`src/rtl/vertex_transform_cull_project_defines.svh`:
```
// ----------------------------------------------------------------------------
// Vertex transform and cull assertion macros
// Shared concurrent assertion forms used by the RTL of this block.
// ----------------------------------------------------------------------------
`ifndef VERTEX_TRANSFORM_CULL_PROJECT_DEFINES_SVH
`define VERTEX_TRANSFORM_CULL_PROJECT_DEFINES_SVH

// Whenever the antecedent holds, the consequent must hold in the same cycle.
`define VTCP_ASSERT_IMPL(lbl, clk, rstn, ante, cons, msg) \
	lbl: assert property (@(posedge clk) disable iff (!rstn) (ante) |-> (cons)) else $error(msg);

// The condition must never be true outside of reset.
`define VTCP_ASSERT_NEVER(lbl, clk, rstn, cond, msg) \
	lbl: assert property (@(posedge clk) disable iff (!rstn) !(cond)) else $error(msg);

`endif

```
`src/rtl/vtcp_pkg.sv`:
```
// ----------------------------------------------------------------------------
// Vertex transform and cull package
// Shared types and constants for the transform, cull and projection block.
// ----------------------------------------------------------------------------
`default_nettype none

package vtcp_pkg;

	localparam int CFG_IDX_W = 3;
	localparam int CFG_DATA_W = 16;

	localparam logic [CFG_IDX_W-1:0] REG_CAMERA_X    = 3'd0;
	localparam logic [CFG_IDX_W-1:0] REG_CAMERA_Y    = 3'd1;
	localparam logic [CFG_IDX_W-1:0] REG_COS_HEADING = 3'd2;
	localparam logic [CFG_IDX_W-1:0] REG_SIN_HEADING = 3'd3;
	localparam logic [CFG_IDX_W-1:0] REG_EYE_HEIGHT  = 3'd4;
	localparam logic [CFG_IDX_W-1:0] REG_SIDE_MODE   = 3'd5;

	localparam logic [1:0] SIDE_DROP_GE   = 2'd0;
	localparam logic [1:0] SIDE_DROP_LT   = 2'd1;
	localparam logic [1:0] SIDE_DROP_NONE = 2'd2;

	localparam logic signed [15:0] COS_RESET = 16'sd16384;

	localparam int MID_DEPTH_DEF = 8;
	localparam int OUT_DEPTH_DEF = 16;

	localparam int NEAR_LIMIT = 10;
	localparam int FAR_LIMIT  = 600;
	localparam int X_LIMIT    = 256;
	localparam int DEN_BIAS   = 10;
	localparam int CENTER_X   = 160;
	localparam int CENTER_ROW = 100;

	localparam int DIV_W           = 24;
	localparam int STEPS_PER_STAGE = 2;
	localparam int DIV_STAGES      = DIV_W / STEPS_PER_STAGE;

	typedef struct packed {
		logic signed [15:0] camera_x;
		logic signed [15:0] camera_y;
		logic signed [15:0] cos_heading;
		logic signed [15:0] sin_heading;
		logic signed [15:0] eye_height;
		logic [1:0]         side_mode;
	} cfg_t;

	// Camera-space vertex that passed the view volume test.
	typedef struct packed {
		logic signed [8:0]  rx;
		logic [9:0]         depth;
		logic signed [15:0] z;
		logic [15:0]        attr;
	} view_t;

	typedef struct packed {
		logic signed [9:0]  screen_x;
		logic [9:0]         view_depth;
		logic signed [15:0] screen_row;
		logic [15:0]        attr;
	} result_t;

endpackage

`default_nettype wire

```
`src/rtl/vtcp_front.sv`:
```
// ----------------------------------------------------------------------------
// Vertex transform and cull front end
// Side test, camera translation, Q14 rotation and view volume classification.
// ----------------------------------------------------------------------------
`default_nettype none

module vtcp_front (
	input  wire logic                clk,
	input  wire logic                arst_n,
	input  wire vtcp_pkg::cfg_t      cfg,
	input  wire logic                accept,
	input  wire logic signed [15:0]  vert_x,
	input  wire logic signed [15:0]  vert_y,
	input  wire logic signed [15:0]  vert_z,
	input  wire logic [15:0]         attr_in,
	output logic                     view_valid,
	output vtcp_pkg::view_t          view_data,
	output logic [1:0]               occupancy
);

	logic               drop;
	logic               valid_s1, valid_s2, valid_s3;
	logic signed [15:0] tx_s1, ty_s1, z_s1, z_s2, z_s3;
	logic [15:0]        attr_s1, attr_s2, attr_s3;
	logic signed [31:0] txc_s2, tys_s2, tyc_s2, txs_s2;
	logic signed [31:0] rx_sum, depth_sum;
	logic signed [15:0] rx_s3, depth_s3;
	logic signed [15:0] abs_rx;
	logic               keep;

	always_comb begin
		case (cfg.side_mode)
			vtcp_pkg::SIDE_DROP_GE: drop = vert_x >= vert_y;
			vtcp_pkg::SIDE_DROP_LT: drop = vert_x < vert_y;
			default:                drop = 1'b0;
		endcase
	end

	always_ff @(posedge clk or negedge arst_n) begin
		if (!arst_n) begin
			valid_s1 <= 1'b0;
			valid_s2 <= 1'b0;
			valid_s3 <= 1'b0;
		end else begin
			valid_s1 <= accept && !drop;
			valid_s2 <= valid_s1;
			valid_s3 <= valid_s2;
		end
	end

	always_ff @(posedge clk) begin
		if (accept) begin
			tx_s1   <= cfg.camera_x - vert_x;
			ty_s1   <= vert_y - cfg.camera_y;
			z_s1    <= vert_z + cfg.eye_height;
			attr_s1 <= attr_in;
		end
		if (valid_s1) begin
			txc_s2  <= tx_s1 * cfg.cos_heading;
			tys_s2  <= ty_s1 * cfg.sin_heading;
			tyc_s2  <= ty_s1 * cfg.cos_heading;
			txs_s2  <= tx_s1 * cfg.sin_heading;
			z_s2    <= z_s1;
			attr_s2 <= attr_s1;
		end
		if (valid_s2) begin
			rx_s3    <= rx_sum[29:14];
			depth_s3 <= depth_sum[29:14];
			z_s3     <= z_s2;
			attr_s3  <= attr_s2;
		end
	end

	assign rx_sum    = txc_s2 - tys_s2;
	assign depth_sum = tyc_s2 + txs_s2;

	// The magnitude only matters once the range checks have passed.
	assign abs_rx = rx_s3[15] ? -rx_s3 : rx_s3;
	assign keep = (depth_s3 > 16'(vtcp_pkg::NEAR_LIMIT)) && (depth_s3 < 16'(vtcp_pkg::FAR_LIMIT))
		&& (rx_s3 > -16'sd256) && (rx_s3 < 16'(vtcp_pkg::X_LIMIT)) && (abs_rx < depth_s3);

	assign view_valid       = valid_s3 && keep;
	assign view_data.rx     = rx_s3[8:0];
	assign view_data.depth  = depth_s3[9:0];
	assign view_data.z      = z_s3;
	assign view_data.attr   = attr_s3;

	assign occupancy = {1'b0, valid_s1} + {1'b0, valid_s2} + {1'b0, valid_s3};

endmodule

`default_nettype wire

```
`config.mk`:
```
export PLATFORM = sky130hd
export DESIGN_NAME = vtcp_front
export DESIGN_NICKNAME = d
export VERILOG_FILES = /design/src/rtl/vertex_transform_cull_project_defines.svh /design/src/rtl/vtcp_pkg.sv /design/src/rtl/vtcp_front.sv
export SDC_FILE = /design/constraint.sdc
export NUM_CORES = 2
export LEC_CHECK = 0
export BUFFER_PORTS_ARGS = -buffer_cell sky130_fd_sc_hd__buf_4
export CAP_MARGIN = 20
export CORE_ASPECT_RATIO = 1.25
export CORE_MARGIN = 8
export CORE_UTILIZATION = 38
export CTS_BUF_LIST = sky130_fd_sc_hd__clkbuf_2
export DETAILED_ROUTE_END_ITERATION = 8
export GPL_ROUTABILITY_DRIVEN = 0
export PLACE_DENSITY = 0.54
export SYNTH_ARGS = -nofsm -noshare
export SYNTH_HDL_FRONTEND = slang
export SYNTH_SLANG_ARGS = --single-unit
```
`constraint.sdc`:
```
create_clock -name clk -period 7.2 [get_ports clk]
set_input_delay 1.8 -clock clk [delete_from_list [all_inputs] [get_ports clk]]
set_output_delay 1.8 -clock clk [all_outputs]
set_load 0.005 [all_outputs]
```
==> results by group <==
Routing
  • Routed vias: 35800
  • Drt pass-1 iters: 5
  • DR vias/cell: 4.74
  • DRC viols: 0
  • Routed len/inst: 18.1 µm
  • Routed wire length: 137 mm
  • DR iter-0 viols: 1685
  • Post-route ant nets: 0

Flow run
  • Max-Cap Viols: 0

Floorplanning
  • Num rows: 150
  • Full die area: 146000 µm²
  • I/O pin cnt: 203
  • Initial Utilization: 38.2%
  • Chip height: 426 µm
  • Core ar.: 133000 µm²
  • Die X: 344 µm

Clock tree
  • CTS buffer count: 84
  • Worst skew pair latency: 1260 ps
  • CTS resizes: 0
  • CTS tree: built
  • CTS root buffer: clkbuf_2
  • CTS H-tree depth: 3
  • # Post-CTS Setup Buffers: 0
  • Clock buffer depth: 3
  • Hold buffers post-CTS: 0
  • Clock-pin slew on the worst setup and hold paths: 110 ps
  • Clock Sinks: 283

Critical path
  • CP Max Fanout: 6
  • Critical Path AT: 7820 ps
  • Worst Path Required: 8150 ps
  • Worst R2R Path Depth: 22
  • RR Endpoint: tyc_s2[25]
  • Critical path endpoint category: register
  • Critical Path Sink: tyc_s2[25]
  • Critical R2R Launch: ty_s1[9]
  • R2R Setup Slk: 330 ps
  • CP Launch Type: register
  • Crit Path Class: register to register
  • Crit path launch: ty_s1[9]

Synthesis
  • EDFF count, synth: 280
  • Count leader, synth: inv_1
  • Register area share after synthesis: 16.6%
  • Area contributors post-synth: fa_1, edfxtp_1, ha_1
  • Netlist Area Pre-Place: 51000 µm²
  • Netlist cell types: 71
  • Async S/R FF share, synth: 1.06%
  • Avg Cell Area, Syn: 9.89 µm²
  • Post-Syn Nets: 6748
  • Yosys warnings: 0
  • Most common library cells after synthesis: inv_1, fa_1, nand2_1, and2_1, ha_1
  • Yosys reg bits: 283
  • Primary FF master, synth: edfxtp_1
  • Top cell type's share of synthesized area: 39.1%
  • Synth area leader: fa_1
  • Post-Synthesis Cells: 5154

Min path
  • Hold crit path type: input port to asynchronous set/reset pin

GRT
  • Largest net degree at the start of global routing: 67
  • First-pass GRT wire length: 220 mm
  • GRT Util Overall: 19.5%
  • Initial antenna violation count: 11
  • Total grt overflow: 0
  • Vias in the first global route: 39800

Layout
  • Sequential Area: 8490 µm²
  • Final Util: 44.1%
  • Nets: 7325
  • Multi-input logic area: 37200 µm²
  • Layout cells sized above 1: 15.3%
  • Area grow syn2layout: 15.4%
  • Cell Count, Final, Fillers Out: 7545
  • Fill cell count: 13100

STA
  • Final TNS setup: 0 ps
  • Slew headroom: 35.3%
  • Final Cycle Share: 95.4%
  • RSZ-0062 raised after global routing: false
  • Endpoints failing hold: 0
  • Fmax: 146 MHz
  • Setup Skew: 127 ps
  • Final Setup Violations: 0
  • Worst-margin pin slew: 971 ps
  • Min cycle time layout: 6870 ps
  • Final Max Tran Viols: 0

Placed design
  • Port Buffers: 202
  • Hpwl dp: 116 mm
  • # placed instances: 7387

Outcome
  • Status: complete, no violations
worst max-delay path: stages (launching register included):
cell and delay (ps):
edfxtp_1 780, nand2_1 160, fa_1 540, fa_1 550
inv_1 50, fa_1 470, inv_1 50, fa_1 470
inv_1 50, fa_1 490, fa_1 570, ha_4 210
a21o_1 170, a21o_1 180, nor4bb_1 290, a21oi_1 70
a31oi_1 350, o31ai_1 230, o41ai_2 420, buf_4 190
inv_1 40, a31oi_1 170, xnor2_1 100
placed cells by master (no fill, tap or decap), drive strengths merged, types with 24 or more instances in the layout:
master     n
buf      703
inv     1235
nor3      31
xnor2    193
fa       996
a21oi    122
xor2      47
nor2     135
clkbuf   107
o21a      27
nand3     24
and2     496
clkinv    34
ha       449
nand2    535
edfxtp   280
nor2b     28
o21ai     69
a21o      53
nand2b    52
stage by stage:
stage | worst slack, ps | cell area (µm²) | hold WS (ps)
after global routing | 47.2 | 58800 | 168
after global placement | -787 | 58000 | 400
after floorplan | -441 | 51300 | 400
final | 332 | 58900 | 341
after CTS | 64.7 | 58800 | 120
after detailed placement | -839 | 58000 | 405
how the worst min path moves through the flow:
stage / endpoint / cells after the start / slack, ps / start
2_1_floorplan: attr_s2[0] / 0 / 400 / attr_s1[0]
3_3_place_gp: attr_s3[15] / 0 / 400 / attr_s2[15]
3_5_place_dp: attr_s2[15] / 0 / 400 / attr_s1[15]
4_1_cts: valid_s2 / 1 / 120 / arst_n
5_1_grt: valid_s2 / 1 / 170 / arst_n
6_report: valid_s2 / 1 / 340 / arst_n
cells by family (layout without fill, tap and decap cells):
| family | Yosys count | count (layout) | share of synthesized area (%) |
|---|---|---|---|
| DFF | 283 | 283 | 16.6 |
| other | 0 | 7 | 0 |
| muxes | 1 | 1 | 0.0196 |
| AOI/OAI and AO/OA | 393 | 393 | 5.12 |
| adders and majority gates | 1445 | 1445 | 50.1 |
| buffers and inverters | 1444 | 2080 | 10.8 |
| and+or+nand+nor | 1348 | 1348 | 13.2 |
| xor gates and xnor gates | 240 | 240 | 4.12 |
routing by layer:
layer | part of all wire [%] | track usage (%) | up-vias
met3 | 4.4 | 2.91 | 206
met4 | 5.5 | 9.50 | 10
li1 | - | - | 16700
met1 | 41 | 23.8 | 18100
met2 | 49 | 33.8 | 701
met5 | 0.052 | 0 | -
final cells by class:
cell class / count / share of cell area (%)
antenna: 7 / 0.0298
clock buffer: 107 / 0.910
clock inverter: 38 / 0.370
inverter: 1232 / 7.86
multi-input combinational: 3427 / 63.3
sequential: 283 / 14.4
tap: 1748 / 3.72
timing repair buffer: 703 / 9.41
state kept, by name, indices dropped and copies added, names as in the netlist:
name,count
txc_s2,30
txs_s2,30
tyc_s2,30
tys_s2,30
attr_s1,16
attr_s2,16
attr_s3,16
depth_s3,16
rx_s3,16
tx_s1,16
ty_s1,16
z_s1,16
z_s2,16
z_s3,16
valid_s1,1
valid_s2,1
valid_s3,1
Power is left out: the tool's default activity adds up to more than one toggle a clock period on the data nets, which glitch-free logic cannot reach.
