--- config.mk ---
export PLATFORM = sky130hd
export DESIGN_NAME = vtcp_back
export DESIGN_NICKNAME = d
export VERILOG_FILES = /design/src/rtl/vertex_transform_cull_project_defines.svh /design/src/rtl/vtcp_pkg.sv /design/src/rtl/vtcp_back.sv
export SDC_FILE = /design/constraint.sdc
export NUM_CORES = 2
export LEC_CHECK = 0
export ABC_AREA = 1
export BUFFER_PORTS_ARGS = -buffer_cell sky130_fd_sc_hd__buf_4
export CORE_MARGIN = 5
export CORE_UTILIZATION = 55
export CTS_BUF_LIST = sky130_fd_sc_hd__clkbuf_4 sky130_fd_sc_hd__clkbuf_8
export CTS_CLUSTER_DIAMETER = 40
export DETAILED_ROUTE_END_ITERATION = 8
export GPL_TIMING_DRIVEN = 0
export PLACE_DENSITY = 0.83
export SYNTH_ARGS = -nofsm -noshare
export SYNTH_HDL_FRONTEND = slang
export SYNTH_SLANG_ARGS = --single-unit
--- constraint.sdc ---
create_clock -name clk -period 7.2 [get_ports clk]
set_clock_uncertainty 0.2 [all_clocks]
set_input_delay 0.36 -clock clk [delete_from_list [all_inputs] [get_ports clk]]
set_output_delay 0.36 -clock clk [all_outputs]
set_load 0.05 [all_outputs]
--- src/rtl/vertex_transform_cull_project_defines.svh ---
// ----------------------------------------------------------------------------
// Vertex transform and cull assertion macros
// Shared concurrent assertion forms used by the RTL of this block.
// ----------------------------------------------------------------------------
`ifndef VERTEX_TRANSFORM_CULL_PROJECT_DEFINES_SVH
`define VERTEX_TRANSFORM_CULL_PROJECT_DEFINES_SVH

// Whenever the antecedent holds, the consequent must hold in the same cycle.
`define VTCP_ASSERT_IMPL(lbl, clk, rstn, ante, cons, msg) \
	lbl: assert property (@(posedge clk) disable iff (!rstn) (ante) |-> (cons)) else $error(msg);

// The condition must never be true outside of reset.
`define VTCP_ASSERT_NEVER(lbl, clk, rstn, cond, msg) \
	lbl: assert property (@(posedge clk) disable iff (!rstn) !(cond)) else $error(msg);

`endif

--- src/rtl/vtcp_pkg.sv ---
// ----------------------------------------------------------------------------
// Vertex transform and cull package
// Shared types and constants for the transform, cull and projection block.
// ----------------------------------------------------------------------------
`default_nettype none

package vtcp_pkg;

	localparam int CFG_IDX_W = 3;
	localparam int CFG_DATA_W = 16;

	localparam logic [CFG_IDX_W-1:0] REG_CAMERA_X    = 3'd0;
	localparam logic [CFG_IDX_W-1:0] REG_CAMERA_Y    = 3'd1;
	localparam logic [CFG_IDX_W-1:0] REG_COS_HEADING = 3'd2;
	localparam logic [CFG_IDX_W-1:0] REG_SIN_HEADING = 3'd3;
	localparam logic [CFG_IDX_W-1:0] REG_EYE_HEIGHT  = 3'd4;
	localparam logic [CFG_IDX_W-1:0] REG_SIDE_MODE   = 3'd5;

	localparam logic [1:0] SIDE_DROP_GE   = 2'd0;
	localparam logic [1:0] SIDE_DROP_LT   = 2'd1;
	localparam logic [1:0] SIDE_DROP_NONE = 2'd2;

	localparam logic signed [15:0] COS_RESET = 16'sd16384;

	localparam int MID_DEPTH_DEF = 8;
	localparam int OUT_DEPTH_DEF = 16;

	localparam int NEAR_LIMIT = 10;
	localparam int FAR_LIMIT  = 600;
	localparam int X_LIMIT    = 256;
	localparam int DEN_BIAS   = 10;
	localparam int CENTER_X   = 160;
	localparam int CENTER_ROW = 100;

	localparam int DIV_W           = 24;
	localparam int STEPS_PER_STAGE = 2;
	localparam int DIV_STAGES      = DIV_W / STEPS_PER_STAGE;

	typedef struct packed {
		logic signed [15:0] camera_x;
		logic signed [15:0] camera_y;
		logic signed [15:0] cos_heading;
		logic signed [15:0] sin_heading;
		logic signed [15:0] eye_height;
		logic [1:0]         side_mode;
	} cfg_t;

	// Camera-space vertex that passed the view volume test.
	typedef struct packed {
		logic signed [8:0]  rx;
		logic [9:0]         depth;
		logic signed [15:0] z;
		logic [15:0]        attr;
	} view_t;

	typedef struct packed {
		logic signed [9:0]  screen_x;
		logic [9:0]         view_depth;
		logic signed [15:0] screen_row;
		logic [15:0]        attr;
	} result_t;

endpackage

`default_nettype wire

--- src/rtl/vtcp_back.sv ---
// ----------------------------------------------------------------------------
// Vertex transform and cull back end
// Pipelined perspective divide for screen x and screen row.
// ----------------------------------------------------------------------------
`default_nettype none

module vtcp_back #(
	parameter int OUT_DEPTH = vtcp_pkg::OUT_DEPTH_DEF
) (
	input  wire logic              clk,
	input  wire logic              arst_n,
	input  wire logic              q_empty,
	input  wire vtcp_pkg::view_t   q_data,
	output logic                   q_pop,
	output logic                   res_push,
	output vtcp_pkg::result_t      res_data,
	input  wire logic              res_taken
);

	localparam int CW = $clog2(OUT_DEPTH + 1);
	localparam int NS = vtcp_pkg::DIV_STAGES;
	localparam int DW = vtcp_pkg::DIV_W;

	typedef struct packed {
		logic [9:0]    rem;
		logic [DW-1:0] nq;
	} div_state_t;

	// One restoring step: the numerator shifts out at the top, quotient bits in at the bottom.
	function automatic div_state_t div_step(div_state_t st, logic [9:0] den);
		logic [10:0] t;
		div_state_t  r;
		t = {st.rem, st.nq[DW-1]};
		if (t >= {1'b0, den}) begin
			r.rem = 10'(t - {1'b0, den});
			r.nq  = {st.nq[DW-2:0], 1'b1};
		end else begin
			r.rem = t[9:0];
			r.nq  = {st.nq[DW-2:0], 1'b0};
		end
		return r;
	endfunction

	logic [CW-1:0]  cred_q;
	logic [NS:0]    vld_s;
	div_state_t     x_s [0:NS];
	div_state_t     z_s [0:NS];
	logic [9:0]     den_s [0:NS];
	logic [9:0]     depth_s [0:NS];
	logic [15:0]    attr_s [0:NS];
	logic [NS:0]    xneg_s;
	logic [NS:0]    zneg_s;
	logic [8:0]     abs_rx;
	logic [15:0]    abs_z;
	logic [DW-1:0]  qx;
	logic [DW-1:0]  qz;

	assign q_pop  = !q_empty && (cred_q < CW'(OUT_DEPTH));
	assign abs_rx = q_data.rx[8] ? 9'(-q_data.rx) : q_data.rx;
	assign abs_z  = q_data.z[15] ? 16'(-q_data.z) : q_data.z;

	always_ff @(posedge clk or negedge arst_n) begin
		if (!arst_n) begin
			cred_q <= '0;
			vld_s  <= '0;
		end else begin
			if (q_pop && !res_taken) begin
				cred_q <= cred_q + 1'b1;
			end else if (res_taken && !q_pop) begin
				cred_q <= cred_q - 1'b1;
			end
			vld_s <= {vld_s[NS-1:0], q_pop};
		end
	end

	always_ff @(posedge clk) begin
		if (q_pop) begin
			x_s[0]     <= '{rem: '0, nq: {7'd0, abs_rx, 8'd0}};
			z_s[0]     <= '{rem: '0, nq: {abs_z, 8'd0}};
			den_s[0]   <= q_data.depth + 10'(vtcp_pkg::DEN_BIAS);
			depth_s[0] <= q_data.depth;
			attr_s[0]  <= q_data.attr;
			xneg_s[0]  <= q_data.rx[8];
			zneg_s[0]  <= q_data.z[15];
		end
	end

	for (genvar k = 1; k <= NS; k++) begin : g_div
		always_ff @(posedge clk) begin
			if (vld_s[k-1]) begin
				x_s[k]     <= div_step(div_step(x_s[k-1], den_s[k-1]), den_s[k-1]);
				z_s[k]     <= div_step(div_step(z_s[k-1], den_s[k-1]), den_s[k-1]);
				den_s[k]   <= den_s[k-1];
				depth_s[k] <= depth_s[k-1];
				attr_s[k]  <= attr_s[k-1];
				xneg_s[k]  <= xneg_s[k-1];
				zneg_s[k]  <= zneg_s[k-1];
			end
		end
	end

	// Quotients truncate toward zero, so the sign is applied to the magnitude.
	assign qx = xneg_s[NS] ? -x_s[NS].nq : x_s[NS].nq;
	assign qz = zneg_s[NS] ? -z_s[NS].nq : z_s[NS].nq;

	assign res_push            = vld_s[NS];
	assign res_data.screen_x   = qx[9:0] + 10'(vtcp_pkg::CENTER_X);
	assign res_data.view_depth = depth_s[NS];
	assign res_data.screen_row = qz[15:0] + 16'(vtcp_pkg::CENTER_ROW);
	assign res_data.attr       = attr_s[NS];

endmodule

`default_nettype wire

==> metrics.txt <==
outcome=complete, no violations; Post-synth ARST share=1.91%; DP Wirelength=95,000 um; mapped cell area=56,700 sq um; max cap viols=0; Post-synth EDFFs=922; RR Endpoint=x_s[0][127]$_DFFE_PP_; ys flop type=edfxtp_1; Setup CP Type=flop to flop; Reg2Reg Depth=19; reg2reg setup slack=2.34 ns; fin crit period=4.86 ns; DR vias/cell=5.43; total track usage=23.3%; Setup Viol. Count Final=0; # Post-CTS Setup Buffers=0; Nets=6,879; antenna-violating nets left=0; Yosys top cell by area=edfxtp_1; final setup TNS=0 ns; Hold EP=depth_s[0][7]$_DFFE_PP_; top-area cell type share of the netlist area=48.9%; Hold/Removal Path Class=primary input to flop; vias in the first global route=42,100; max frequency=0.206 GHz; first-pass GRT wire length=207,000 um; Die Span Y=331 um; mean post-synth cell area=9.55 sq um; routed wire length=127,000 um; io pins=109; clk root buf=clkbuf_8; unique cell type count in the Yosys netlist=57; clock-pin slew on the worst setup and hold paths=0.06 ns; Slew Limit Fails=0; largest net degree at the start of global routing=69; Routed WL per cell=16.2 um; DR pass1 iterations=6; top post-synthesis cells by area=edfxtp_1 (49%), nand2_1 (10%), ha_1 (10%); Synth Net Count=6,487; worst-skew pair later-pin latency=0.85 ns; Synth Instances=5,932; H-tree levels=4; startpoint class of the critical path=flop; endpoint type of the worst setup path=flop; # rows=117; crit path DAT=5.27 ns; GPL Wtd Cong=0.953; # clock sinks=940; initial core utilization=55.5%; Critical Path RT=7.61 ns; clk buf depth=3; core area=102,000 sq um; actual slew at the worst max-slew pin=0.945 ns; layout cell share with drive strength beyond 1=10.9%; register area share after synthesis=49.7%; hold path startpoint=q_data[39]; Fin. Hold Viols=0; final hold slack=0.0953 ns; Min-Delay Path Depth=2; post_cts resized=0; initial antenna violation count=1; RSZ-0062 raised after global routing=no; via count=42,500; CTS tree=built; final core occ=62.9%; initial drt markers=3,181; Tcrit/Tclk final=67.5%; grt ovf=0; relative slew slack=37.0%; YS warnings=0; die area=110,000 sq um; r2r startpoint=den_s[0][21]$_DFFE_PP_; DRC violations left=0; final worst setup slack=2.34 ns; total clock buffers created by CTS=169; Worst Path Max Fanout=10; number of port buffers=108; area delta synth->final=13.3%; Die W=331 um; Synth Register Bits=940; post-place setup slack=2.51 ns
## what timing repair did
item                                   CTS  global route
setup endpoints to repair                0             0
hold buffers                           101             0
endpoints found under the hold margin  120             0
## cells by family (layout without fill, tap and decap cells)
family | count (synthesis) | count (layout) | synth area share, %
buffers and inverters | 706 | 1238 | 5.25
other | 0 | 1 | 0
XOR/XNOR | 323 | 323 | 4.99
AND/OR/NAND/NOR | 2751 | 2751 | 21.1
AO/OA/AOI/OAI | 712 | 712 | 7.45
flip-flops | 940 | 940 | 49.7
adder cells (fa/ha/maj) | 500 | 500 | 11.5
## through the flow
step                      cells  instance area [sq um]
after floorplan            5932                  56700
after global placement     7408                  59200
final                      7833                  64200
after CTS                  7832                  64200
after detailed placement   7420                  59500
after global routing       7833                  64200
## state kept, by name, summed over array words and instances (netlist names)
register  flops
z_s         254
den_s       108
vld_s        13
cred_q        5
xneg_s       13
zneg_s       13
attr_s      208
depth_s     130
x_s         196
## cell type report
class / instances / area [sq um]
repair buffers: 221 / 2130
plain buffers: 91 / 653
flip-flops and latches: 940 / 28200
fillers: 8156 / 37800
well taps: 1368 / 1710
diodes: 1 / 2.50
clock inverters: 98 / 956
inverters: 615 / 2320
clock buffers: 213 / 2670
multi-input cells: 4286 / 25600
## placed cells by master (no fill, tap or decap), types with 53 or more instances in the layout
cell | Yosys | layout
xnor2_1 | 141 | 141
edfxtp_1 | 922 | 922
nand3_1 | 446 | 446
nand2_1 | 1582 | 1582
nor3_1 | 70 | 70
nand4_1 | 148 | 148
nor2_1 | 365 | 364
xor2_1 | 182 | 182
buf_4 | 51 | 159
ha_1 | 464 | 464
clkbuf_8 | 0 | 171
dlygate4sd3_1 | 0 | 101
inv_1 | 579 | 579
o21ai_0 | 172 | 172
o21ai_2 | 53 | 53
a21oi_1 | 255 | 255
## layer usage
layer / global-route usage, % / vias to the layer above / share of wire (%)
li1: - / 21300 / -
met1: 29.8 / 19800 / 43
met2: 40.0 / 1183 / 49
met3: 3.50 / 262 / 5.1
met4: 9.16 / 0 / 3.4
met5: 0 / - / 0
## critical path, cell delays in order (launching register included)
cell and delay [ns]:
edfxtp_1 0.50, inv_1 0.38, ha_1 0.35, ha_1 0.19
nand3_1 0.09, nor2_1 0.06, a21oi_1 0.18, nand2_1 0.14
inv_2 0.14, buf_6 0.16, nand2_1 0.05, o21ai_0 0.17
ha_1 0.37, a21o_1 0.20, a21boi_1 0.14, nand3_1 0.15
a21oi_2 0.41, nand3_1 0.15, buf_2 0.22, o21ai_1 0.35
## cell usage after synthesis (28+ instances only)
library cell / number
xnor2_1: 141
o21ai_1: 51
a21o_1: 28
inv_1: 579
nor2_1: 365
a21oi_1: 255
nand3_1: 446
o21bai_1: 47
fa_1: 36
nand4_1: 148
a31oi_1: 31
inv_2: 29
buf_4: 51
o21ai_0: 172
nand2_1: 1582
xor2_1: 182
edfxtp_1: 922
o21ai_2: 53
ha_1: 464
nor3_1: 70
## worst max-delay path by stage
| stage | from | end | slack [ns] | cells after the start |
|---|---|---|---|---|
| after floorplan | cred_q[4]$_DFFE_PN0P_ | cred_q[4]$_DFFE_PN0P_ | 1.56 | 10 |
| after global placement | q_empty | cred_q[4]$_DFFE_PN0P_ | 0.17 | 11 |
| after detailed placement | den_s[0][21]$_DFFE_PP_ | x_s[0][127]$_DFFE_PP_ | 2.51 | 19 |
| after CTS | den_s[0][21]$_DFFE_PP_ | x_s[0][127]$_DFFE_PP_ | 2.46 | 19 |
| after global routing | den_s[0][21]$_DFFE_PP_ | x_s[0][127]$_DFFE_PP_ | 2.13 | 20 |
| final | den_s[0][21]$_DFFE_PP_ | x_s[0][127]$_DFFE_PP_ | 2.34 | 19 |
Power is not shown: default switching activity piles up to over one toggle a cycle in this logic, so the estimate is an artifact.
