### config.mk
export PLATFORM = sky130hd
export DESIGN_NAME = vtcp_fifo
export DESIGN_NICKNAME = d
export VERILOG_FILES = /design/src/rtl/vertex_transform_cull_project_defines.svh /design/src/rtl/vtcp_fifo.sv
export SDC_FILE = /design/constraint.sdc
export NUM_CORES = 1
export LEC_CHECK = 0
export ABC_AREA = 1
export BUFFER_PORTS_ARGS = -buffer_cell sky130_fd_sc_hd__buf_4
export CAP_MARGIN = 15
export CELL_PAD_IN_SITES_DETAIL_PLACEMENT = 0
export CELL_PAD_IN_SITES_GLOBAL_PLACEMENT = 2
export CORE_ASPECT_RATIO = 1.4
export CORE_MARGIN = 8
export CORE_UTILIZATION = 42
export DETAILED_ROUTE_END_ITERATION = 6
export GPL_TIMING_DRIVEN = 0
export PLACE_DENSITY_LB_ADDON = 0.1
export SYNTH_ARGS = -nofsm -noshare
export SYNTH_HDL_FRONTEND = slang
export SYNTH_SLANG_ARGS = --single-unit
### constraint.sdc
create_clock -name clk -period 3 [get_ports clk]
set_input_delay 0.3 -clock clk [delete_from_list [all_inputs] [get_ports clk]]
set_output_delay 0.3 -clock clk [all_outputs]
set_load 0.01 [all_outputs]
### src/rtl/vertex_transform_cull_project_defines.svh
// ----------------------------------------------------------------------------
// Vertex transform and cull assertion macros
// Shared concurrent assertion forms used by the RTL of this block.
// ----------------------------------------------------------------------------
`ifndef VERTEX_TRANSFORM_CULL_PROJECT_DEFINES_SVH
`define VERTEX_TRANSFORM_CULL_PROJECT_DEFINES_SVH

// Whenever the antecedent holds, the consequent must hold in the same cycle.
`define VTCP_ASSERT_IMPL(lbl, clk, rstn, ante, cons, msg) \
	lbl: assert property (@(posedge clk) disable iff (!rstn) (ante) |-> (cons)) else $error(msg);

// The condition must never be true outside of reset.
`define VTCP_ASSERT_NEVER(lbl, clk, rstn, cond, msg) \
	lbl: assert property (@(posedge clk) disable iff (!rstn) !(cond)) else $error(msg);

`endif

### src/rtl/vtcp_fifo.sv
// ----------------------------------------------------------------------------
// Vertex transform and cull word queue
// Small register-file FIFO with a fill count.
// ----------------------------------------------------------------------------
`default_nettype none

module vtcp_fifo #(
	parameter int WIDTH = 8,
	parameter int DEPTH = 8
) (
	input  wire logic                       clk,
	input  wire logic                       arst_n,
	input  wire logic                       push,
	input  wire logic [WIDTH-1:0]           wdata,
	input  wire logic                       pop,
	output logic [WIDTH-1:0]                rdata,
	output logic                            full,
	output logic                            empty,
	output logic [$clog2(DEPTH+1)-1:0]      count
);

	localparam int PW = $clog2(DEPTH);
	localparam int CW = $clog2(DEPTH + 1);

	logic [WIDTH-1:0] mem_q [0:DEPTH-1];
	logic [PW-1:0]    wr_ptr_q;
	logic [PW-1:0]    rd_ptr_q;
	logic [CW-1:0]    count_q;
	logic             do_push;
	logic             do_pop;

	assign do_push = push && !full;
	assign do_pop  = pop && !empty;
	assign full    = count_q == CW'(DEPTH);
	assign empty   = count_q == '0;
	assign count   = count_q;
	assign rdata   = mem_q[rd_ptr_q];

	always_ff @(posedge clk) begin
		if (do_push) begin
			mem_q[wr_ptr_q] <= wdata;
		end
	end

	always_ff @(posedge clk or negedge arst_n) begin
		if (!arst_n) begin
			wr_ptr_q <= '0;
			rd_ptr_q <= '0;
			count_q  <= '0;
		end else begin
			if (do_push) begin
				wr_ptr_q <= (wr_ptr_q == PW'(DEPTH - 1)) ? '0 : wr_ptr_q + 1'b1;
			end
			if (do_pop) begin
				rd_ptr_q <= (rd_ptr_q == PW'(DEPTH - 1)) ? '0 : rd_ptr_q + 1'b1;
			end
			if (do_push && !do_pop) begin
				count_q <= count_q + 1'b1;
			end else if (do_pop && !do_push) begin
				count_q <= count_q - 1'b1;
			end
		end
	end

endmodule

`default_nettype wire

==> summary.md, run 1 <==
| Metric | Value |
|---|---|
| CTS tree | done |
| Final Hold Fails | 0 |
| Pwr dens | 1010 mW/mm2 |
| # setup viols final | 0 |
| FP Rows | 38 |
| Clock root buffer | clkbuf_8 |
| Worst Path Max Fanout | 7 |
| Setup crit end kind | flip-flop |
| Core Region | 0.00765 mm2 |
| Share of the synthesized area in the top cell type | 0.587 |
| Global-route wire length before repair | 11,600 um |
| Synth top area cells | edfxtp_1, nand2_1, dfrtp_1 |
| CP required | 3230 ps |
| Mapped Cells | 302 |
| Initial DRC Count | 129 |
| Worst Path Arrival | 2470 ps |
| Via density | 4.77 |
| Total wire length | 7270 um |
| Syn Area/Cell | 10.8 um2 |
| Post-Route M1 WL | 3240 um |
| Worst setup margin | 758 ps |
| First drt pass iteration count | 4 |
| Worst hold path type | primary input to flip-flop |
| H-tree levels | 3 |
| Num CTS Buffers | 9 |
| Slew Limit Fails | 0 |
| Critical Path Start Type | flip-flop |
| Worst Max-Slew Pin Slew | 955 ps |
| Yosys warns | 0 |
| Setup Total Neg Slack | 0 ps |
| Vias in the first global route | 2,098 |
| Met2 WL post-DR | 3590 um |
| Number of I/O pins | 26 |
| Post-DRT Antenna Nets | 0 |
| Seq/Total Area, Yosys | 0.663 |
| Leak | 1.58 nW |
| Clk slew on worst S/H paths | 80 ps |
| Antenna violations before repair | 0 |
| Top cell type by total area after synthesis | edfxtp_1 |
| Die ar. | 0.0109 mm2 |
| Syn Nets | 322 |
| Effective utilization at floorplan | 0.428 |
| Worst-Skew Late Latency | 350 ps |
| Final worst path period need | 2240 ps |
| Top routing layer in use | met4 |
| Largest net degree at the start of global routing | 13 |
| Placer Congestion | 0.687 |
| Peak VDD IR | 0.435 mV |
| DPL Wire Length | 4740 um |
| Worst-case hold slack | 185 ps |
| Die Span Y | 120 um |
| All-Layer GR Usage | 0.144 |
| Met3 wire len | 301 um |
| Netlist cell types | 23 |
| Vias post-DR | 2,113 |
| Status | completed |
| Diodes inserted | 0 |
| Max-cap violations | 0 |
| TritonCTS Sinks | 74 |
| Pre-CTS setup slack | 719 ps |
| WS Path Type | flip-flop to flip-flop |
| Port bufs | 25 |
| GR Overflow Total | 0 |
| Final routed DRC violation total | 0 |
| Share of layout cells above drive strength 1 | 0.175 |
| Die X | 90.6 um |
| Yosys reg bits | 74 |
| Clock skew | 10.7 ps |
| DR WL/cell | 16.4 um |
| Fmax | 446 MHz |
| Syn Std Cell Area | 0.00327 mm2 |
| Slew HR | 0.361 |
| Final Net Count | 359 |
| RSZ-0062 raised after global routing | false |
| Area grow syn2layout | 16.2% |
| Final Cycle Share | 0.747 |
| Max Buffers Root-to-Sink | 2 |
| Count of cells resized by post-cts repair | 0 |
[final timing paths]
check | slack, ps | cells after the start | endpoint | start
max in group asynchronous | 2530 | 2 | rd_ptr_q[0]$_DFFE_PN0P_ | arst_n
worst min register to register | 570 | 2 | count[3]$_DFFE_PN0P_ | count[3]$_DFFE_PN0P_
min in group asynchronous | 330 | 2 | wr_ptr_q[2]$_DFFE_PN0P_ | arst_n
worst min-delay path | 180 | 1 | mem_q[1][1]$_DFFE_PP_ | wdata[1]
worst max register to register | 760 | 12 | count[3]$_DFFE_PN0P_ | count[0]$_DFFE_PN0P_
worst max-delay path | 760 | 12 | count[3]$_DFFE_PN0P_ | count[0]$_DFFE_PN0P_
[state kept, by name (all words and copies together) (netlist names)]
| register | cells |
|---|---|
| rd_ptr_q | 3 |
| wr_ptr_q | 3 |
| count | 4 |
| mem_q | 64 |
[metrics by stage]
| stage | std cells | power (mW) | cell area (um2) | utilization |
|---|---|---|---|---|
| after floorplan | 302 | 2.49 | 3270 | - |
| after global placement | 427 | 3.10 | 3590 | 0.469 |
| after detailed placement | 427 | 3.11 | 3590 | 0.469 |
| after CTS | 443 | 3.91 | 3800 | 0.497 |
| after global routing | 443 | 4.16 | 3800 | 0.497 |
| final | 443 | 3.85 | 3800 | 0.497 |
[layout by cell type, fill, tap and decap left out]
cell,instances
nand2_4,2
nand2_2,1
bufinv_16,2
nand3_1,5
buf_8,2
buf_4,28
inv_2,1
fa_1,1
clkinvlp_4,1
o21ai_0,22
o21ai_1,16
clkinv_2,3
edfxtp_1,64
a21oi_1,1
dfrtp_1,10
clkbuf_8,9
buf_6,4
inv_8,1
buf_2,2
clkinv_4,1
nor2_1,25
ha_1,7
or2_2,2
xnor2_1,2
inv_1,12
nor2_2,1
dlygate4sd3_1,1
nand2_1,117
[power breakdown]
part | switching, mW | internal (mW)
registers | 0.106 | 1.32
logic | 0.990 | 0.634
clock network | 0.343 | 0.459
total | 1.44 | 2.41
[final cells by class]
class / instances / area (um2)
flip-flops and latches: 74 / 2170
well taps: 100 / 125
inverters: 15 / 68.8
fillers: 728 / 3850
plain buffers: 11 / 108
clock inverters: 6 / 82.6
repair buffers: 26 / 198
multi-input cells: 202 / 926
clock buffers: 9 / 124
[metal layers]
layer	vias to the layer above	track usage
met2	40	0.244
li1	1081	-
met5	-	0
met1	980	0.168
met3	12	0.0347
met4	0	0.0669
[repair_timing]
item | 4_1_cts | 5_1_grt
setup buffers | 0 | 0
setup endpoints to repair | 0 | 0
hold endpoints to repair | 10 | 0
hold buffers | 1 | 0
[kinds of logic after synthesis]
| logic type | share of synthesized area |
|---|---|
| and+or+nand+nor | 0.185 |
| buffers and inverters | 0.0539 |
| AOI/OAI and AO/OA | 0.0596 |
| xor gates and xnor gates | 0.00535 |
| DFF | 0.663 |
| adders and majority gates | 0.0329 |
[cells in the mapped netlist, drive strengths merged]
master and number:
nand2 120, a21oi 1, edfxtp 64, nor2 26
ha 7, o21ai 38, clkinv 1, xnor2 2
or2 2, inv 14, fa 1, nand3 5
dfrtp 10, buf 11
[critical path, stage by stage, from the launching register on]
cell and delay, ps:
dfrtp_1 470, nor2_2 140, nand3_1 120, nand2_2 100, inv_2 90, ha_1 220, inv_1 140, ha_1 300
or2_2 310, nand2_1 70, nand2_1 50, nand3_1 80, nand2_1 50
Power figures use the tool's default switching activity.
==> inputs of run 2 (changes only) <==
- CORE_UTILIZATION: 42 -> 39
- clock period: 3 -> 2.3 ns (I/O delays scaled with it)
==> run 2 against run 1 <==
Compared with the run above: critical path depth stayed put; fmax grew 5.9%; global-route usage down 0.67 points; worst setup slack got worse by 580 ps; sequential share of layout area fell by 1.6 points; power increased by 38%; combinational power up 35%; flip-flop and latch count unchanged; design area rose by 3.0%; hold slack lost 44 ps; via count grew 3.6%; critical endpoint unchanged.
==> summary.md, run 2 (synthesis results as in run 1) <==
| Metric | Value |
|---|---|
| DR WL/cell | 16.9 um (+2.9%) |
| Clock root buffer | clkbuf_16 |
| Number of I/O pins | 26 (unchanged) |
| All-Layer GR Usage | 0.137 (-0.00666) |
| WS Path Type | flip-flop to flip-flop |
| Max Buffers Root-to-Sink | 2 (unchanged) |
| Worst setup margin | 182 ps (-576 ps) |
| R2r worst-path depth | 12 (unchanged) |
| Post-DRT Antenna Nets | 0 (unchanged) |
| Worst-Skew Late Latency | 330 ps (-20 ps) |
| Effective utilization at floorplan | 0.402 (-0.0259) |
| Pre-CTS setup slack | -3.97 ps (-723 ps) |
| Fmax | 472 MHz (+5.9%) |
| Global-route wire length before repair | 11,500 um (-0.12%) |
| GR Overflow Total | 0 (unchanged) |
| Leak | 1.63 nW (+2.9%) |
| Setup crit end kind | flip-flop |
| Tot Pwr | 5.32 mW (+38%) |
| Worst hold path type | primary input to flip-flop |
| Num CTS Buffers | 9 (unchanged) |
| Via density | 4.88 (+2.2%) |
| Most common cell after layout, fill and taps aside | nand2_1 |
| Status | completed |
| Pwr dens | 1360 mW/mm2 (+34%) |
| Antenna violations before repair | 0 (unchanged) |
| Vias post-DR | 2,189 (+3.6%) |
| Final Hold Fails | 0 (unchanged) |
| Critical Path Start Type | flip-flop |
| Vias in the first global route | 2,131 (+1.6%) |
| CP required | 2520 ps (-710 ps) |
| Clock skew | 4.90 ps (-5.80 ps) |
| RSZ-0062 raised after global routing | false |
| Worst Path Arrival | 2340 ps (-130 ps) |
| Slew Limit Fails | 0 (unchanged) |
| First drt pass iteration count | 4 (unchanged) |
| Diodes inserted | 0 (unchanged) |
| Share of layout cells above drive strength 1 | 0.190 (+0.0153) |
| Setup Total Neg Slack | 0 ps (unchanged) |
| Max reg flops | 64 (unchanged) |
| TritonCTS Sinks | 74 (unchanged) |
| H-tree levels | 3 (unchanged) |
| Worst Path Max Fanout | 7 (unchanged) |
| Most frequent cells in the layout | nand2_1, edfxtp_1, buf_4 |
| Worst Hold Path Cells | 3 (+2) |
| Port bufs | 25 (unchanged) |
| Top reg by flops | mem_q |
| Final routed DRC violation total | 0 (unchanged) |
| Total wire length | 7580 um (+4.3%) |
| Die Span Y | 124 um (+3.3%) |
| Area grow syn2layout | 19.7% |
| Initial DRC Count | 96 (-26%) |
| DPL Wire Length | 5140 um (+8.3%) |
| Worst Max-Slew Pin Slew | 903 ps (-51.8 ps) |
| # setup viols final | 0 (unchanged) |
| Peak VDD IR | 0.811 mV (+87%) |
| CTS tree | done |
| Final Net Count | 362 (+0.84%) |
| Core Region | 0.00815 mm2 (+6.5%) |
| Placer Congestion | 0.716 (+4.1%) |
| Slew HR | 0.396 (+0.0347) |
| Final Cycle Share | 0.921 (+0.173) |
| Die X | 93.4 um (+3.1%) |
| Clk slew on worst S/H paths | 60 ps (-20 ps) |
| Die ar. | 0.0116 mm2 (+6.5%) |
| Largest net degree at the start of global routing | 12 (-1) |
| Final worst path period need | 2120 ps (-124 ps) |
| Max-cap violations | 0 (unchanged) |
| FP Rows | 39 (+2.6%) |
## run 2: cell count changes in the layout (fill, tap and decap cells not counted), sizes merged
cell and delta:
bufinv -2, clkbuf +4, buf +3, clkinvlp -1
## run 2: power breakdown
part	switching, mW	internal [mW]	total [mW]	leakage [nW]
clock network	0.496	0.782	1.28	0.137
registers	0.137	1.72	1.86	0.701
logic	1.30	0.882	2.18	0.790
## run 2: repair_timing
| item | 4_1_cts | 5_1_grt |
|---|---|---|
| resized for setup | 2 | 4 |
| endpoints found under the hold margin | 10 | 0 |
| hold buffers | 1 | 0 |
| buffers inserted | 0 | 3 |
| gates cloned | 0 | 0 |
| setup endpoints to repair | 1 | 1 |
## run 2: final cells by class
cell class / count / area, um2
Fill cell: 753 / 4230
Sequential cell: 74 / 2170
Multi-Input combinational cell: 202 / 946
Clock buffer: 13 / 260
Timing Repair Buffer: 29 / 220
Tap cell: 102 / 128
Buffer: 11 / 108
Inverter: 15 / 68.8
Clock inverter: 3 / 13.8
## run 2: final timing paths
kind	from	end	slack, ps
worst max-delay path	count[1]$_DFFE_PN0P_	count[3]$_DFFE_PN0P_	180
worst min-delay path	pop	rd_ptr_q[2]$_DFFE_PN0P_	140
worst max register to register	count[1]$_DFFE_PN0P_	count[3]$_DFFE_PN0P_	180
worst min register to register	count[3]$_DFFE_PN0P_	count[3]$_DFFE_PN0P_	560
max in group asynchronous	arst_n	count[0]$_DFFE_PN0P_	1870
min in group asynchronous	arst_n	count[2]$_DFFE_PN0P_	270
## run 2: routing by layer
| layer | GRT usage | up-vias | wire length, um |
|---|---|---|---|
| met1 | 0.148 | 1020 | 3090 |
| met5 | 0 | - | 0 |
| met4 | 0.0867 | 0 | 237 |
| met3 | 0.0338 | 16 | 308 |
| li1 | - | 1091 | - |
| met2 | 0.231 | 62 | 3950 |
## run 2: critical path, stage by stage, from the launching register on
cell and delay [ps]:
dfrtp_2 450, nor2_4 130, nand3_1 110, nand2_2 100, inv_2 90, ha_1 230
inv_2 110, ha_4 220, or2_2 290, nand2_1 90, nand2_1 50, nand3_1 80
nand2_1 50
## run 2: per-stage QoR
stage	util	area [um2]	hold WS, ps	cells
after floorplan	-	3270	-65.6	302
after global routing	0.481	3920	135	449
after global placement	0.441	3590	75.4	429
after CTS	0.476	3880	125	446
final	0.481	3920	141	449
after detailed placement	0.441	3590	76.1	429
==> inputs of run 3 (changes only) <==
- CELL_PAD_IN_SITES_DETAIL_PLACEMENT: 0 -> 1
- CELL_PAD_IN_SITES_GLOBAL_PLACEMENT: 2 -> 1
- CORE_UTILIZATION: 39 -> 47
==> run 3 against run 2 <==
Compared with the run above: clock power fell by 25%; die area shrank 15%; worst setup slack got worse by 35 ps; cell count shrank 1.3%; highest routed layer unchanged; critical path depth unchanged; register-to-register slack lost 30 ps.
==> summary.md, run 3 (synthesis results as in run 1) <==
| Metric | Value |
|---|---|
| All-Layer GR Usage | 0.172 (+0.0350) |
| Clk slew on worst S/H paths | 70 ps (about the same) |
| Largest net degree at the start of global routing | 13 (+1) |
| Antenna violations before repair | 0 (unchanged) |
| Clock root buffer | clkbuf_8 |
| Peak VDD IR | 0.612 mV (-25%) |
| WS Path Type | flip-flop to flip-flop |
| Effective utilization at floorplan | 0.478 (+0.0764) |
| Final Hold Fails | 0 (unchanged) |
| GR Overflow Total | 0 (unchanged) |
| Max reg flops | 64 (unchanged) |
| Worst Path Max Fanout | 7 (unchanged) |
| Worst setup margin | 147 ps (-34.8 ps) |
| R2r startpoint | count[1]$_DFFE_PN0P_ |
| Number of I/O pins | 26 (unchanged) |
| Reg2Reg Capture Point | count[3]$_DFFE_PN0P_ |
| Die X | 86.5 um (-7.4%) |
| Most common cell after layout, fill and taps aside | nand2_1 |
| Core Region | 0.00685 mm2 (-16%) |
| Final Net Count | 363 (+0.28%) |
| Worst-case hold slack | 111 ps (-29.9 ps) |
| Worst Max-Slew Pin Slew | 997 ps (+93.7 ps) |
| Clock skew | 9.41 ps (+4.51 ps) |
| First drt pass iteration count | 4 (unchanged) |
| TritonCTS Sinks | 74 (unchanged) |
| Final Cycle Share | 0.936 (+0.0151) |
| Status | completed |
| FP Rows | 36 (-7.7%) |
| Setup Total Neg Slack | 0 ps (unchanged) |
| Worst hold path type | primary input to flip-flop |
| Leak | 1.60 nW (-1.8%) |
| Num CTS Buffers | 9 (unchanged) |
| Post-DRT Antenna Nets | 0 (unchanged) |
| Most frequent cells in the layout | nand2_1, edfxtp_1, buf_4 |
| H-tree levels | 3 (unchanged) |
| R2R Setup Slk | 150 ps (-30 ps) |
| DR WL/cell | 18.1 um (+7.0%) |
| Port bufs | 25 (unchanged) |
| Global-route wire length before repair | 12,400 um (+7.4%) |
| Final worst path period need | 2150 ps (+34.8 ps) |
| Slew Limit Fails | 0 (unchanged) |
| Top reg by flops | mem_q |
| Fmax | 465 MHz (-1.6%) |
| Total wire length | 8010 um (+5.6%) |
| Vias in the first global route | 2,480 (+16%) |
| Initial DRC Count | 125 (+30%) |
| Placer Congestion | 0.769 (+7.5%) |
| CP required | 2540 ps (+20 ps) |
| Multi-input combinational cell area | 938 um2 (-0.79%) |
| Critical Path Start Type | flip-flop |
| FF/Latch Area | 0.00217 mm2 (unchanged) |
| Worst-Skew Late Latency | 350 ps (+20 ps) |
| Via density | 5.13 (+5.2%) |
| Worst Setup EP | count[3]$_DFFE_PN0P_ |
| Non-Filler Instances | 443 (-1.3%) |
| FILL cells | 777 (+3.2%) |
| Final routed DRC violation total | 0 (unchanged) |
| Placed Instances | 422 (-1.6%) |
| Worst Path Arrival | 2390 ps (+50 ps) |
| Diodes inserted | 0 (unchanged) |
| Final Cell Area | 0.00383 mm2 (-2.3%) |
| RSZ-0062 raised after global routing | false |
| Die ar. | 0.00993 mm2 (-15%) |
| Max Buffers Root-to-Sink | 2 (unchanged) |
| Slew HR | 0.333 (-0.0627) |
| # setup viols final | 0 (unchanged) |
| Pre-CTS setup slack | -37.8 ps (-33.8 ps) |
| Area after DPL | 0.00358 mm2 (-0.24%) |
| Share of layout cells above drive strength 1 | 0.198 (+0.00807) |
| Setup crit end kind | flip-flop |
| Area grow syn2layout | 16.9% |
| DPL Wire Length | 5470 um (+6.6%) |
| Max-cap violations | 0 (unchanged) |
| R2r worst-path depth | 12 (unchanged) |
| Die Span Y | 115 um (-7.8%) |
| Vias post-DR | 2,273 (+3.8%) |
| Crit path launch | count[1]$_DFFE_PN0P_ |
| CTS tree | done |
| Pwr dens | 1320 mW/mm2 (-2.7%) |
run 3: worst max-delay path, cell delays in order, from the launching register on:
cell and delay [ps]:
dfrtp_2 430, nor2_4 120, nand3_2 90, nand2_2 90, inv_2 90, ha_1 240
inv_2 100, ha_1 280, or2_2 310, nand2_1 70, nand2_1 50, nand3_1 110
nand2_1 60
run 3: power by group:
group | total [mW] | switching, mW | internal [mW]
logic | 2.25 | 1.37 | 0.880
clock network | 0.961 | 0.454 | 0.507
registers | 1.85 | 0.125 | 1.72
total | 5.06 | 1.95 | 3.11
run 3: metrics by stage:
stage | total power [mW] | util
floorplan | 3.25 | -
global placement | 3.99 | 0.523
detailed placement | 4.08 | 0.523
CTS | 5.04 | 0.553
global route | 5.40 | 0.559
finish | 5.06 | 0.559
run 3: layout make-up:
type                            count  share of cell area
Buffer                             11              0.0281
Clock buffer                       14              0.0477
Clock inverter                      2             0.00261
Inverter                           15              0.0180
Multi-Input combinational cell    202               0.245
Sequential cell                    74               0.568
Tap cell                           95              0.0310
Timing Repair Buffer               30              0.0595
run 3: worst min-delay path by stage:
| stage | slack, ps | end | startpoint | cells after the start |
|---|---|---|---|---|
| 6_report | 110 | mem_q[1][6]$_DFFE_PP_ | wdata[6] | 1 |
| 5_1_grt | 90 | mem_q[1][3]$_DFFE_PP_ | wdata[3] | 1 |
| 4_1_cts | 90 | mem_q[1][3]$_DFFE_PP_ | wdata[3] | 1 |
| 3_5_place_dp | 70 | count[2]$_DFFE_PN0P_ | arst_n | 1 |
| 3_3_place_gp | 70 | count[2]$_DFFE_PN0P_ | arst_n | 1 |
| 2_1_floorplan | -70 | count[0]$_DFFE_PN0P_ | arst_n | 0 |
run 3: metal layers:
metal  up-vias  share of wire  global-route usage
li1       1089              -                   -
met1      1127           0.41               0.182
met2        45           0.54               0.313
met3        12          0.039              0.0351
met4         0          0.017              0.0877
met5         -              0                   0
run 3: timing repair:
| item | 4_1_cts | 5_1_grt |
|---|---|---|
| gates resized for setup | 3 | 3 |
| setup endpoints to repair | 1 | 1 |
| cloned | 0 | 0 |
| buffers inserted | 0 | 4 |
| hold buffers | 1 | 0 |
| hold endpoints to repair | 10 | 0 |
| pin swaps | 0 | 1 |
